### src/hdl/etsa_pkg.sv
`default_nettype none
package etsa_pkg;

  localparam int COUNT_WIDTH     = 16;
  localparam int ALPHA_FRAC_BITS = 16;
  localparam int ALPHA_W         = 16;
  localparam logic [ALPHA_W-1:0] ALPHA_RESET = 16'd6242;

  localparam int PRICE_W    = 32;
  localparam int AVG_W      = 48;
  localparam int WIDE_SHIFT = AVG_W - PRICE_W;
  localparam int DIFF_W     = AVG_W + 1;
  localparam int LO_W       = 24;
  localparam int HI_W       = DIFF_W - LO_W;
  localparam int PLO_W      = LO_W + ALPHA_W;
  localparam int PHI_W      = HI_W + ALPHA_W;
  localparam int SUM_W      = DIFF_W + ALPHA_W + 1;
  localparam int STEP_W     = SUM_W - ALPHA_FRAC_BITS;
  localparam int NEXT_W     = STEP_W + 1;

  localparam int SHARE_W    = 17;
  localparam int TOTAL_W    = 16;
  localparam int NUM_W      = COUNT_WIDTH + SHARE_W + 1;
  localparam int REM_W      = COUNT_WIDTH + 2;
  localparam int DCNT_W     = $clog2(SHARE_W);
  localparam int OUT_BITS   = SHARE_W + 2 * TOTAL_W;
  localparam int OUT_DATA_W = ((OUT_BITS + 7) / 8) * 8;

  localparam int QUEUE_DEPTH = 4;
  localparam int QPTR_W      = $clog2(QUEUE_DEPTH);
  localparam int QCNT_W      = $clog2(QUEUE_DEPTH + 1);

  typedef enum logic [1:0] {
    KIND_SAMPLE,
    KIND_END,
    KIND_SAMPLE_END
  } kind_t;

  typedef struct packed {
    logic [PRICE_W-1:0] price;
    kind_t              kind;
  } q_entry_t;

  typedef struct packed {
    logic full;
    logic empty;
  } q_status_t;

  typedef enum logic [2:0] {
    ST_IDLE,
    ST_MUL,
    ST_STEP,
    ST_UPD,
    ST_DIVSET,
    ST_DIV,
    ST_DONE
  } back_state_t;

  function automatic logic [TOTAL_W-1:0] sat_total(input logic [COUNT_WIDTH-1:0] cnt);
    logic [63:0] ext;
    ext = 64'(cnt);
    if (ext > 64'((64'd1 << TOTAL_W) - 64'd1)) begin
      return '1;
    end
    return ext[TOTAL_W-1:0];
  endfunction

endpackage
`default_nettype wire

### src/hdl/etsa_front.sv
`default_nettype none
module etsa_front (
  input  wire logic                          in_tvalid,
  output logic                               in_tready,
  input  wire logic [etsa_pkg::PRICE_W-1:0]  in_tdata,   // [31:0] price
  input  wire logic                          in_tuser,   // [0] missing
  input  wire logic                          in_tlast,
  input  wire etsa_pkg::q_status_t           q_status,
  output logic                               push,
  output etsa_pkg::q_entry_t                 push_entry
);

  logic accept;

  // A missing sample that does not close a series changes nothing and is dropped here.
  assign in_tready = !q_status.full;
  assign accept    = in_tvalid && in_tready;
  assign push      = accept && !(in_tuser && !in_tlast);

  always_comb begin
    push_entry.price = in_tdata;
    if (in_tuser) begin
      push_entry.kind = etsa_pkg::KIND_END;
    end else if (in_tlast) begin
      push_entry.kind = etsa_pkg::KIND_SAMPLE_END;
    end else begin
      push_entry.kind = etsa_pkg::KIND_SAMPLE;
    end
  end

endmodule
`default_nettype wire

### src/hdl/etsa_fifo.sv
`default_nettype none
module etsa_fifo (
  input  wire logic                clk,
  input  wire logic                rst_n,
  input  wire logic                push,
  input  wire etsa_pkg::q_entry_t  push_entry,
  input  wire logic                pop,
  output etsa_pkg::q_entry_t       head,
  output etsa_pkg::q_status_t      status
);

  etsa_pkg::q_entry_t               mem_r [etsa_pkg::QUEUE_DEPTH];
  logic [etsa_pkg::QPTR_W-1:0]      wr_ptr_r, wr_ptr_nxt;
  logic [etsa_pkg::QPTR_W-1:0]      rd_ptr_r, rd_ptr_nxt;
  logic [etsa_pkg::QCNT_W-1:0]      cnt_r, cnt_nxt;
  logic                             do_push, do_pop;

  assign status.full  = (cnt_r == etsa_pkg::QCNT_W'(etsa_pkg::QUEUE_DEPTH));
  assign status.empty = (cnt_r == '0);
  assign do_push      = push && !status.full;
  assign do_pop       = pop && !status.empty;
  assign head         = mem_r[rd_ptr_r];

  always_comb begin
    wr_ptr_nxt = wr_ptr_r;
    rd_ptr_nxt = rd_ptr_r;
    cnt_nxt    = cnt_r;
    if (do_push) begin
      wr_ptr_nxt = (wr_ptr_r == etsa_pkg::QPTR_W'(etsa_pkg::QUEUE_DEPTH - 1)) ? '0
                   : wr_ptr_r + etsa_pkg::QPTR_W'(1);
    end
    if (do_pop) begin
      rd_ptr_nxt = (rd_ptr_r == etsa_pkg::QPTR_W'(etsa_pkg::QUEUE_DEPTH - 1)) ? '0
                   : rd_ptr_r + etsa_pkg::QPTR_W'(1);
    end
    if (do_push && !do_pop) begin
      cnt_nxt = cnt_r + etsa_pkg::QCNT_W'(1);
    end else if (do_pop && !do_push) begin
      cnt_nxt = cnt_r - etsa_pkg::QCNT_W'(1);
    end
  end

  always_ff @(posedge clk) begin
    if (!rst_n) begin
      wr_ptr_r <= '0;
      rd_ptr_r <= '0;
      cnt_r    <= '0;
    end else begin
      wr_ptr_r <= wr_ptr_nxt;
      rd_ptr_r <= rd_ptr_nxt;
      cnt_r    <= cnt_nxt;
    end
  end

  always_ff @(posedge clk) begin
    if (do_push) begin
      mem_r[wr_ptr_r] <= push_entry;
    end
  end

endmodule
`default_nettype wire

### src/hdl/etsa_back.sv
`default_nettype none
module etsa_back (
  input  wire logic                              clk,
  input  wire logic                              rst_n,
  input  wire logic                              cfg_we,
  input  wire logic [etsa_pkg::ALPHA_W-1:0]      cfg_wdata,
  input  wire etsa_pkg::q_entry_t                head,
  input  wire etsa_pkg::q_status_t               q_status,
  output logic                                   pop,
  output logic                                   out_tvalid,
  input  wire logic                              out_tready,
  output logic [etsa_pkg::OUT_DATA_W-1:0]        out_tdata,
  output logic                                   out_tuser
);

  localparam int AW  = etsa_pkg::AVG_W;
  localparam int PW  = etsa_pkg::PRICE_W;
  localparam int CW  = etsa_pkg::COUNT_WIDTH;
  localparam int SW  = etsa_pkg::SHARE_W;
  localparam int RW  = etsa_pkg::REM_W;
  localparam int NW  = etsa_pkg::NUM_W;
  localparam int XW  = etsa_pkg::NEXT_W;
  localparam int UW  = etsa_pkg::SUM_W;
  localparam logic [UW-1:0] ROUND_HALF = UW'(1) << (etsa_pkg::ALPHA_FRAC_BITS - 1);

  etsa_pkg::back_state_t                 state_r, state_nxt;
  logic [etsa_pkg::ALPHA_W-1:0]          alpha_r, alpha_nxt;
  logic [AW-1:0]                         avg_r, avg_nxt;
  logic [PW-1:0]                         prev_price_r, prev_price_nxt;
  logic                                  seeded_r, seeded_nxt;
  logic [CW-1:0]                         agree_r, agree_nxt;
  logic [CW-1:0]                         pair_r, pair_nxt;
  logic                                  out_valid_r, out_valid_nxt;

  logic [PW-1:0]                         cur_price_r, cur_price_nxt;
  logic                                  last_r, last_nxt;
  logic                                  neg_r, neg_nxt;
  logic [etsa_pkg::DIFF_W-1:0]           mag_r, mag_nxt;
  logic [etsa_pkg::PLO_W-1:0]            plo_r, plo_nxt;
  logic [etsa_pkg::PHI_W-1:0]            phi_r, phi_nxt;
  logic [etsa_pkg::STEP_W-1:0]           step_r, step_nxt;
  logic [RW-1:0]                         rem_r, rem_nxt;
  logic [SW-1:0]                         quo_r, quo_nxt;
  logic [SW-1:0]                         nbits_r, nbits_nxt;
  logic [etsa_pkg::DCNT_W-1:0]           dcnt_r, dcnt_nxt;
  logic [etsa_pkg::OUT_DATA_W-1:0]       out_data_r, out_data_nxt;
  logic                                  out_user_r, out_user_nxt;

  logic [AW-1:0]                         wide;
  logic [etsa_pkg::DIFF_W-1:0]           diff;
  logic [UW-1:0]                         sum;
  logic [XW-1:0]                         avg_ext, next_val;
  logic [AW-1:0]                         avg_new;
  logic                                  overflow;
  logic                                  ema_up, ema_dn, price_up, price_dn;
  logic [NW-1:0]                         num;
  logic [RW-1:0]                         den, trial;
  logic                                  ge;
  logic                                  has_pair;

  assign wide     = {head.price, {etsa_pkg::WIDE_SHIFT{1'b0}}};
  assign diff     = {wide[AW-1], wide} - {avg_r[AW-1], avg_r};
  assign sum      = (UW'(phi_r) << etsa_pkg::LO_W) + UW'(plo_r) + ROUND_HALF;
  assign avg_ext  = {{(XW - AW){avg_r[AW-1]}}, avg_r};
  assign next_val = neg_r ? avg_ext - XW'(step_r) : avg_ext + XW'(step_r);
  assign overflow = !((&next_val[XW-1:AW-1]) || !(|next_val[XW-1:AW-1]));
  assign avg_new  = overflow ? (next_val[XW-1] ? {1'b1, {(AW - 1){1'b0}}}
                                               : {1'b0, {(AW - 1){1'b1}}})
                             : next_val[AW-1:0];
  assign ema_up   = $signed(avg_new) > $signed(avg_r);
  assign ema_dn   = $signed(avg_new) < $signed(avg_r);
  assign price_up = $signed(cur_price_r) > $signed(prev_price_r);
  assign price_dn = $signed(cur_price_r) < $signed(prev_price_r);
  assign num      = (NW'(agree_r) << SW) + NW'(pair_r);
  assign den      = RW'({pair_r, 1'b0});
  assign trial    = {rem_r[RW-2:0], nbits_r[SW-1]};
  assign ge       = trial >= den;
  assign has_pair = (pair_r != '0);

  assign out_tvalid = out_valid_r;
  assign out_tdata  = out_data_r;
  assign out_tuser  = out_user_r;

  always_comb begin
    state_nxt      = state_r;
    alpha_nxt      = cfg_we ? cfg_wdata : alpha_r;
    avg_nxt        = avg_r;
    prev_price_nxt = prev_price_r;
    seeded_nxt     = seeded_r;
    agree_nxt      = agree_r;
    pair_nxt       = pair_r;
    cur_price_nxt  = cur_price_r;
    last_nxt       = last_r;
    neg_nxt        = neg_r;
    mag_nxt        = mag_r;
    plo_nxt        = plo_r;
    phi_nxt        = phi_r;
    step_nxt       = step_r;
    rem_nxt        = rem_r;
    quo_nxt        = quo_r;
    nbits_nxt      = nbits_r;
    dcnt_nxt       = dcnt_r;
    out_data_nxt   = out_data_r;
    out_user_nxt   = out_user_r;
    out_valid_nxt  = out_valid_r && !out_tready;
    pop            = 1'b0;

    case (state_r)
      etsa_pkg::ST_IDLE: begin
        if (!q_status.empty) begin
          pop = 1'b1;
          case (head.kind)
            etsa_pkg::KIND_END: begin
              state_nxt = etsa_pkg::ST_DIVSET;
            end
            etsa_pkg::KIND_SAMPLE, etsa_pkg::KIND_SAMPLE_END: begin
              last_nxt      = (head.kind == etsa_pkg::KIND_SAMPLE_END);
              cur_price_nxt = head.price;
              if (!seeded_r) begin
                avg_nxt        = wide;
                prev_price_nxt = head.price;
                seeded_nxt     = 1'b1;
                state_nxt      = (head.kind == etsa_pkg::KIND_SAMPLE_END)
                                 ? etsa_pkg::ST_DIVSET : etsa_pkg::ST_IDLE;
              end else begin
                neg_nxt   = diff[etsa_pkg::DIFF_W-1];
                mag_nxt   = diff[etsa_pkg::DIFF_W-1] ? -diff : diff;
                state_nxt = etsa_pkg::ST_MUL;
              end
            end
            default: begin
              state_nxt = etsa_pkg::ST_IDLE;
            end
          endcase
        end
      end
      etsa_pkg::ST_MUL: begin
        plo_nxt   = etsa_pkg::PLO_W'(mag_r[etsa_pkg::LO_W-1:0])
                    * etsa_pkg::PLO_W'(alpha_r);
        phi_nxt   = etsa_pkg::PHI_W'(mag_r[etsa_pkg::DIFF_W-1:etsa_pkg::LO_W])
                    * etsa_pkg::PHI_W'(alpha_r);
        state_nxt = etsa_pkg::ST_STEP;
      end
      etsa_pkg::ST_STEP: begin
        step_nxt  = sum[UW-1:etsa_pkg::ALPHA_FRAC_BITS];
        state_nxt = etsa_pkg::ST_UPD;
      end
      etsa_pkg::ST_UPD: begin
        avg_nxt        = avg_new;
        prev_price_nxt = cur_price_r;
        if ((ema_up || ema_dn) && (price_up || price_dn)) begin
          if (((ema_up && price_up) || (ema_dn && price_dn)) && (agree_r != '1)) begin
            agree_nxt = agree_r + CW'(1);
          end
          if (pair_r != '1) begin
            pair_nxt = pair_r + CW'(1);
          end
        end
        state_nxt = last_r ? etsa_pkg::ST_DIVSET : etsa_pkg::ST_IDLE;
      end
      etsa_pkg::ST_DIVSET: begin
        quo_nxt   = '0;
        rem_nxt   = RW'(num[NW-1:SW]);
        nbits_nxt = num[SW-1:0];
        dcnt_nxt  = '0;
        state_nxt = has_pair ? etsa_pkg::ST_DIV : etsa_pkg::ST_DONE;
      end
      etsa_pkg::ST_DIV: begin
        rem_nxt   = ge ? trial - den : trial;
        quo_nxt   = {quo_r[SW-2:0], ge};
        nbits_nxt = {nbits_r[SW-2:0], 1'b0};
        dcnt_nxt  = dcnt_r + etsa_pkg::DCNT_W'(1);
        if (dcnt_r == etsa_pkg::DCNT_W'(SW - 1)) begin
          state_nxt = etsa_pkg::ST_DONE;
        end
      end
      etsa_pkg::ST_DONE: begin
        if (!out_valid_r || out_tready) begin
          out_valid_nxt  = 1'b1;
          out_user_nxt   = has_pair;
          out_data_nxt   = etsa_pkg::OUT_DATA_W'({etsa_pkg::sat_total(pair_r),
                                                  etsa_pkg::sat_total(agree_r),
                                                  quo_r});
          avg_nxt        = '0;
          prev_price_nxt = '0;
          seeded_nxt     = 1'b0;
          agree_nxt      = '0;
          pair_nxt       = '0;
          state_nxt      = etsa_pkg::ST_IDLE;
        end
      end
      default: begin
        state_nxt = etsa_pkg::ST_IDLE;
      end
    endcase
  end

  always_ff @(posedge clk) begin
    if (!rst_n) begin
      state_r      <= etsa_pkg::ST_IDLE;
      alpha_r      <= etsa_pkg::ALPHA_RESET;
      avg_r        <= '0;
      prev_price_r <= '0;
      seeded_r     <= 1'b0;
      agree_r      <= '0;
      pair_r       <= '0;
      out_valid_r  <= 1'b0;
    end else begin
      state_r      <= state_nxt;
      alpha_r      <= alpha_nxt;
      avg_r        <= avg_nxt;
      prev_price_r <= prev_price_nxt;
      seeded_r     <= seeded_nxt;
      agree_r      <= agree_nxt;
      pair_r       <= pair_nxt;
      out_valid_r  <= out_valid_nxt;
    end
  end

  always_ff @(posedge clk) begin
    cur_price_r <= cur_price_nxt;
    last_r      <= last_nxt;
    neg_r       <= neg_nxt;
    mag_r       <= mag_nxt;
    plo_r       <= plo_nxt;
    phi_r       <= phi_nxt;
    step_r      <= step_nxt;
    rem_r       <= rem_nxt;
    quo_r       <= quo_nxt;
    nbits_r     <= nbits_nxt;
    dcnt_r      <= dcnt_nxt;
    out_data_r  <= out_data_nxt;
    out_user_r  <= out_user_nxt;
  end

endmodule
`default_nettype wire

### src/hdl/ema_trend_sign_agreement.sv
// EMA trend sign agreement over a stream of price words.
// The input channel takes one price word per sample in signed Q16.16 on in_tdata,
// a missing flag on in_tuser and the end of a series on in_tlast. Missing samples
// that do not end a series are dropped at the front and cost no back-end time.
// Accepted words wait in a four-entry queue in front of the sequencer that runs
// the average, so the input keeps flowing while earlier words are still at work.
// The first present sample of a series only seeds the average; every later present
// sample runs the split multiply, the rounding add and the update in turn.
// A missing end word is popped from the queue and leads straight to the close of the
// series. Closing a series runs a setup step, the restoring divider for the 17-bit
// agreement share (skipped when no pair was counted) and the load of the output register.
// The result word leaves on out_tdata with share_valid on out_tuser. A result that
// the receiver stalls is held in the output register while the next series is
// processed; only the next result waits for the register to free up.
// The smoothing factor is written through cfg_we and cfg_wdata; the user must write
// it only while the block idles, as the block itself does not enforce this.
// Reset empties the queue, clears the series state and loads the factor 6242.
`default_nettype none
module ema_trend_sign_agreement (
  input  wire logic                               clk,
  input  wire logic                               rst_n,
  input  wire logic                               cfg_we,
  input  wire logic [etsa_pkg::ALPHA_W-1:0]       cfg_wdata,
  input  wire logic                               in_tvalid,
  output logic                                    in_tready,
  input  wire logic [etsa_pkg::PRICE_W-1:0]       in_tdata,   // [31:0] price
  input  wire logic                               in_tuser,   // [0] missing
  input  wire logic                               in_tlast,
  output logic                                    out_tvalid,
  input  wire logic                               out_tready,
  // [16:0] share, [32:17] agree_total, [48:33] pair_total, [55:49] zero
  output logic [etsa_pkg::OUT_DATA_W-1:0]         out_tdata,
  output logic                                    out_tuser   // [0] share_valid
);

  etsa_pkg::q_status_t q_status;
  etsa_pkg::q_entry_t  push_entry;
  etsa_pkg::q_entry_t  head;
  logic                push;
  logic                pop;

  etsa_front u_front (
    .in_tvalid  (in_tvalid),
    .in_tready  (in_tready),
    .in_tdata   (in_tdata),
    .in_tuser   (in_tuser),
    .in_tlast   (in_tlast),
    .q_status   (q_status),
    .push       (push),
    .push_entry (push_entry)
  );

  etsa_fifo u_fifo (
    .clk        (clk),
    .rst_n      (rst_n),
    .push       (push),
    .push_entry (push_entry),
    .pop        (pop),
    .head       (head),
    .status     (q_status)
  );

  etsa_back u_back (
    .clk        (clk),
    .rst_n      (rst_n),
    .cfg_we     (cfg_we),
    .cfg_wdata  (cfg_wdata),
    .head       (head),
    .q_status   (q_status),
    .pop        (pop),
    .out_tvalid (out_tvalid),
    .out_tready (out_tready),
    .out_tdata  (out_tdata),
    .out_tuser  (out_tuser)
  );

endmodule
`default_nettype wire

### config.mk
export PLATFORM = sky130hd
export DESIGN_NAME = ema_trend_sign_agreement
export DESIGN_NICKNAME = d
export VERILOG_FILES = /design/src/hdl/etsa_pkg.sv /design/src/hdl/etsa_front.sv /design/src/hdl/etsa_fifo.sv /design/src/hdl/etsa_back.sv /design/src/hdl/ema_trend_sign_agreement.sv
export SDC_FILE = /design/constraint.sdc
export NUM_CORES = 2
export LEC_CHECK = 0
export ABC_AREA = 1
export BUFFER_PORTS_ARGS = -buffer_cell sky130_fd_sc_hd__buf_2
export CAP_MARGIN = 30
export CORE_MARGIN = 2
export CORE_UTILIZATION = 31
export CTS_CLUSTER_SIZE = 25
export DETAILED_ROUTE_END_ITERATION = 6
export PLACE_DENSITY = 0.42
export SYNTH_ARGS = -nofsm -noshare
export SYNTH_HDL_FRONTEND = slang
export SYNTH_SLANG_ARGS = --single-unit
### constraint.sdc
create_clock -name clk -period 11.1 [get_ports clk]
set_input_delay 3.33 -clock clk [delete_from_list [all_inputs] [get_ports clk]]
set_output_delay 3.33 -clock clk [all_outputs]
set_load 0.02 [all_outputs]
==> summary.txt <==
Floorplan
  • Starting Density: 0.3113
  • Area of the die: between 200,000 and 250,000 um2
  • IO Count: between 100 and 150
  • Core ar.: around 200,000 um2
  • Die Wd: about 450 um
  • Die Ht: 448.6 um
  • # rows: 163

Logic synthesis
  • Syn Std Cell Area: 61,270 um2
  • Most common cell in the netlist: nand2_1
  • Post-synthesis compound-gate area fraction: 0.08118
  • XOR/XNOR Fraction of Synth Area: 0.03986
  • Register bit count reported by yosys: roughly 600
  • Post-synth ARST share: 0
  • Prevailing post-synth register cell: edfxtp_1
  • Post-Synth Adder-Cell Area: 0.2930
  • Syn Inst Count: just under 8,000
  • Synth area leaders: edfxtp_1 (22%), fa_1 (21%), nand2_1 (12%)
  • Mux share of post-synthesis cell area: 0
  • Unique masters post-synth: 64
  • Post-synth top cells: nand2_1 (1,937), inv_1 (1,545), fa_1 (628)
  • Main combinational cell family by area after synthesis: adder cells
  • Synth Area in Simple Gates: 0.2067
  • Number of synthesized flops with an enable pin: approximately 440
  • Synth top area share: 0.2161
  • YS warnings: 0
  • Sequential element share of the synthesized area: 0.2625
  • Mean cell area of the mapped netlist: slightly below 8 um2
  • Synth area leader: edfxtp_1

Place
  • Port Buf Inserts: 106
  • Pre-CTS WS: 2020 ps
  • Global placement routability congestion: roughly 0.93
  • Hpwl dp: ~160,000 um

Critical path
  • Slowest stage delay, CP: around 700 ps
  • Top cell by count, worst path: nand2_1
  • CP Launch Type: register
  • R2r setup slk: around 1800 ps
  • Critical Path RT: 11,680 ps
  • Crit end category: register
  • Data arrival, critical path: 9840 ps
  • Slowest CP cell: inv_2
  • Max Fanout on Critical Path: between 40 and 50
  • Worst Path Class, Setup: register to register

Clocking
  • CTS tree: yes
  • Worst-path clk slew: approximately 60 ps
  • # hold bufs at CTS: 0
  • Resized cells post-CTS: 0
  • # H-tree levels: 3
  • Clk root buf: clkbuf_16
  • Clk sinks: 583
  • Total CTS buffers: between 70 and 80
  • Setup repair bufs after CTS: 0
  • Clock Latency Late Sink: ~700 ps
  • Clock Path Buffers: 3

Final layout
  • Footprint of the multi-input gates: 38,150 um2
  • Final nets: 8,847
  • Share of cells above drive strength 1: 0.05297
  • Area grow syn2layout: 9.880%
  • Sequential cell area: approximately 16,000 um2
  • Utilization after layout: 0.3421
  • FILL cells: between 20,000 and 25,000

STA
  • Final worst-path cycle share: 0.8348
  • Min cycle time layout: just over 9000 ps
  • Slew Limit Fails: 0
  • Hold Violations, Final: 0
  • Rel. slew slack: 0.3050
  • Final WS setup: approximately 1800 ps
  • Clock Skews: roughly 57 ps
  • Fmax: ~0.11 GHz
  • Final TNS setup: 0 ps
  • RSZ-0062 raised after global routing: false
  • Final setup fails: 0
  • Least-Margin Pin Slew: 1043 ps

GRT
  • First-pass GRT wire length: around 320,000 um
  • Initial antenna violation count: 1
  • GRT Overall Usage: 0.2057
  • Grt total ovfl: 0
  • Vias in the first global route: roughly 52,000
  • Largest net degree at the start of global routing: 70

Route
  • DR iter-0 viols: approximately 3,400
  • Final ANT Viol Nets: 0
  • Vias: approximately 50,000
  • Avg WL per Cell: between 15 and 20 um
  • Residual DRC: 0
  • Vias per Instance: around 4.8
  • Final WL: a little over 200,000 um
  • Number of optimization iterations in the first detailed-route pass: 6

Job
  • Max-cap violations: 0

Worst hold path
  • Hold WC Path Type: register to register

Outcome
  • Status: finished, final reports clean
layout make-up:
cell class / count / area share
Antenna cell: 1 / 0.00003717
Clock inverter: 39 / 0.006096
Clock buffer: 103 / 0.03160
Timing Repair Buffer: 189 / 0.02004
Inverter: 1559 / 0.08695
Tap cell: 2640 / 0.04907
Sequential cell: 583 / 0.2396
Multi-Input combinational cell: 5324 / 0.5667
cell families after synthesis:
kind of cell,Yosys count
compound gates,895
other cells,1
xor+xnor,278
flops,583
buf+inv,1875
fa+ha+maj,1058
simple gates,3086
worst max-delay path: cells and delay by family, from the launching register on:
family / cells / cell delay (ps)
AO/OA/AOI/OAI: 7 / 1460
XOR/XNOR: 1 / 380
adder cells (fa/ha/maj): 3 / 940
buffers and inverters: 3 / 1100
flip-flops: 1 / 400
AND/OR/NAND/NOR: 31 / 4800
registers in the layout (all words and copies together) (netlist names), 17 cells and up, named ones only:
name	cells
u_back.nbits_r	17
u_back.avg_r	48
u_back.cur_price_r	32
u_back.quo_r	17
u_back.out_tdata	49
u_back.mag_r	49
u_back.step_r	50
u_back.rem_r	17
u_back.phi_r	41
u_back.plo_r	25
u_back.prev_price_r	32
u_fifo.mem_r	136
worst paths after layout:
| path | startpoint | endpoint | cells past startpoint |
|---|---|---|---|
| worst max-delay path | u_back.step_r[0] | u_back.agree_r[15] | 45 |
| worst min-delay path | u_back.quo_r[16] | u_back.out_tdata[16] | 0 |
| worst max register to register | u_back.step_r[0] | u_back.agree_r[15] | 45 |
| worst min register to register | u_back.quo_r[16] | u_back.out_tdata[16] | 0 |
metal layers:
metal	routed length, um	GRT usage	vias up
li1	-	-	24148
met1	100300	0.2964	24572
met2	95160	0.3357	993
met3	7804	0.02004	180
met4	3344	0.03780	0
met5	0	0	-
cells in the final DEF (no fill, tap or decap), types with 106 or more instances in the layout:
cell	netlist	final
xor2_1	168	168
nor2_1	571	560
nand3_1	349	348
xnor2_1	109	109
buf_2	27	106
ha_1	430	430
nand2_1	1937	1937
edfxtp_1	441	441
o21ai_0	246	246
fa_1	628	628
dfxtp_1	142	125
a21oi_1	446	446
inv_1	1545	1543
stage by stage:
| step | instances | area (um2) | hold WS [ps] |
|---|---|---|---|
| 2_1_floorplan | 7782 | 61290 | 400.3 |
| 3_3_place_gp | 10281 | 64480 | 407.3 |
| 3_5_place_dp | 10293 | 64730 | 414.2 |
| 4_1_cts | 10435 | 67270 | 428.5 |
| 5_1_grt | 10438 | 67320 | 431.3 |
| 6_report | 10438 | 67320 | 424.7 |
Power is not shown: default switching activity piles up to over one toggle a cycle in this logic, so the estimate is an artifact.
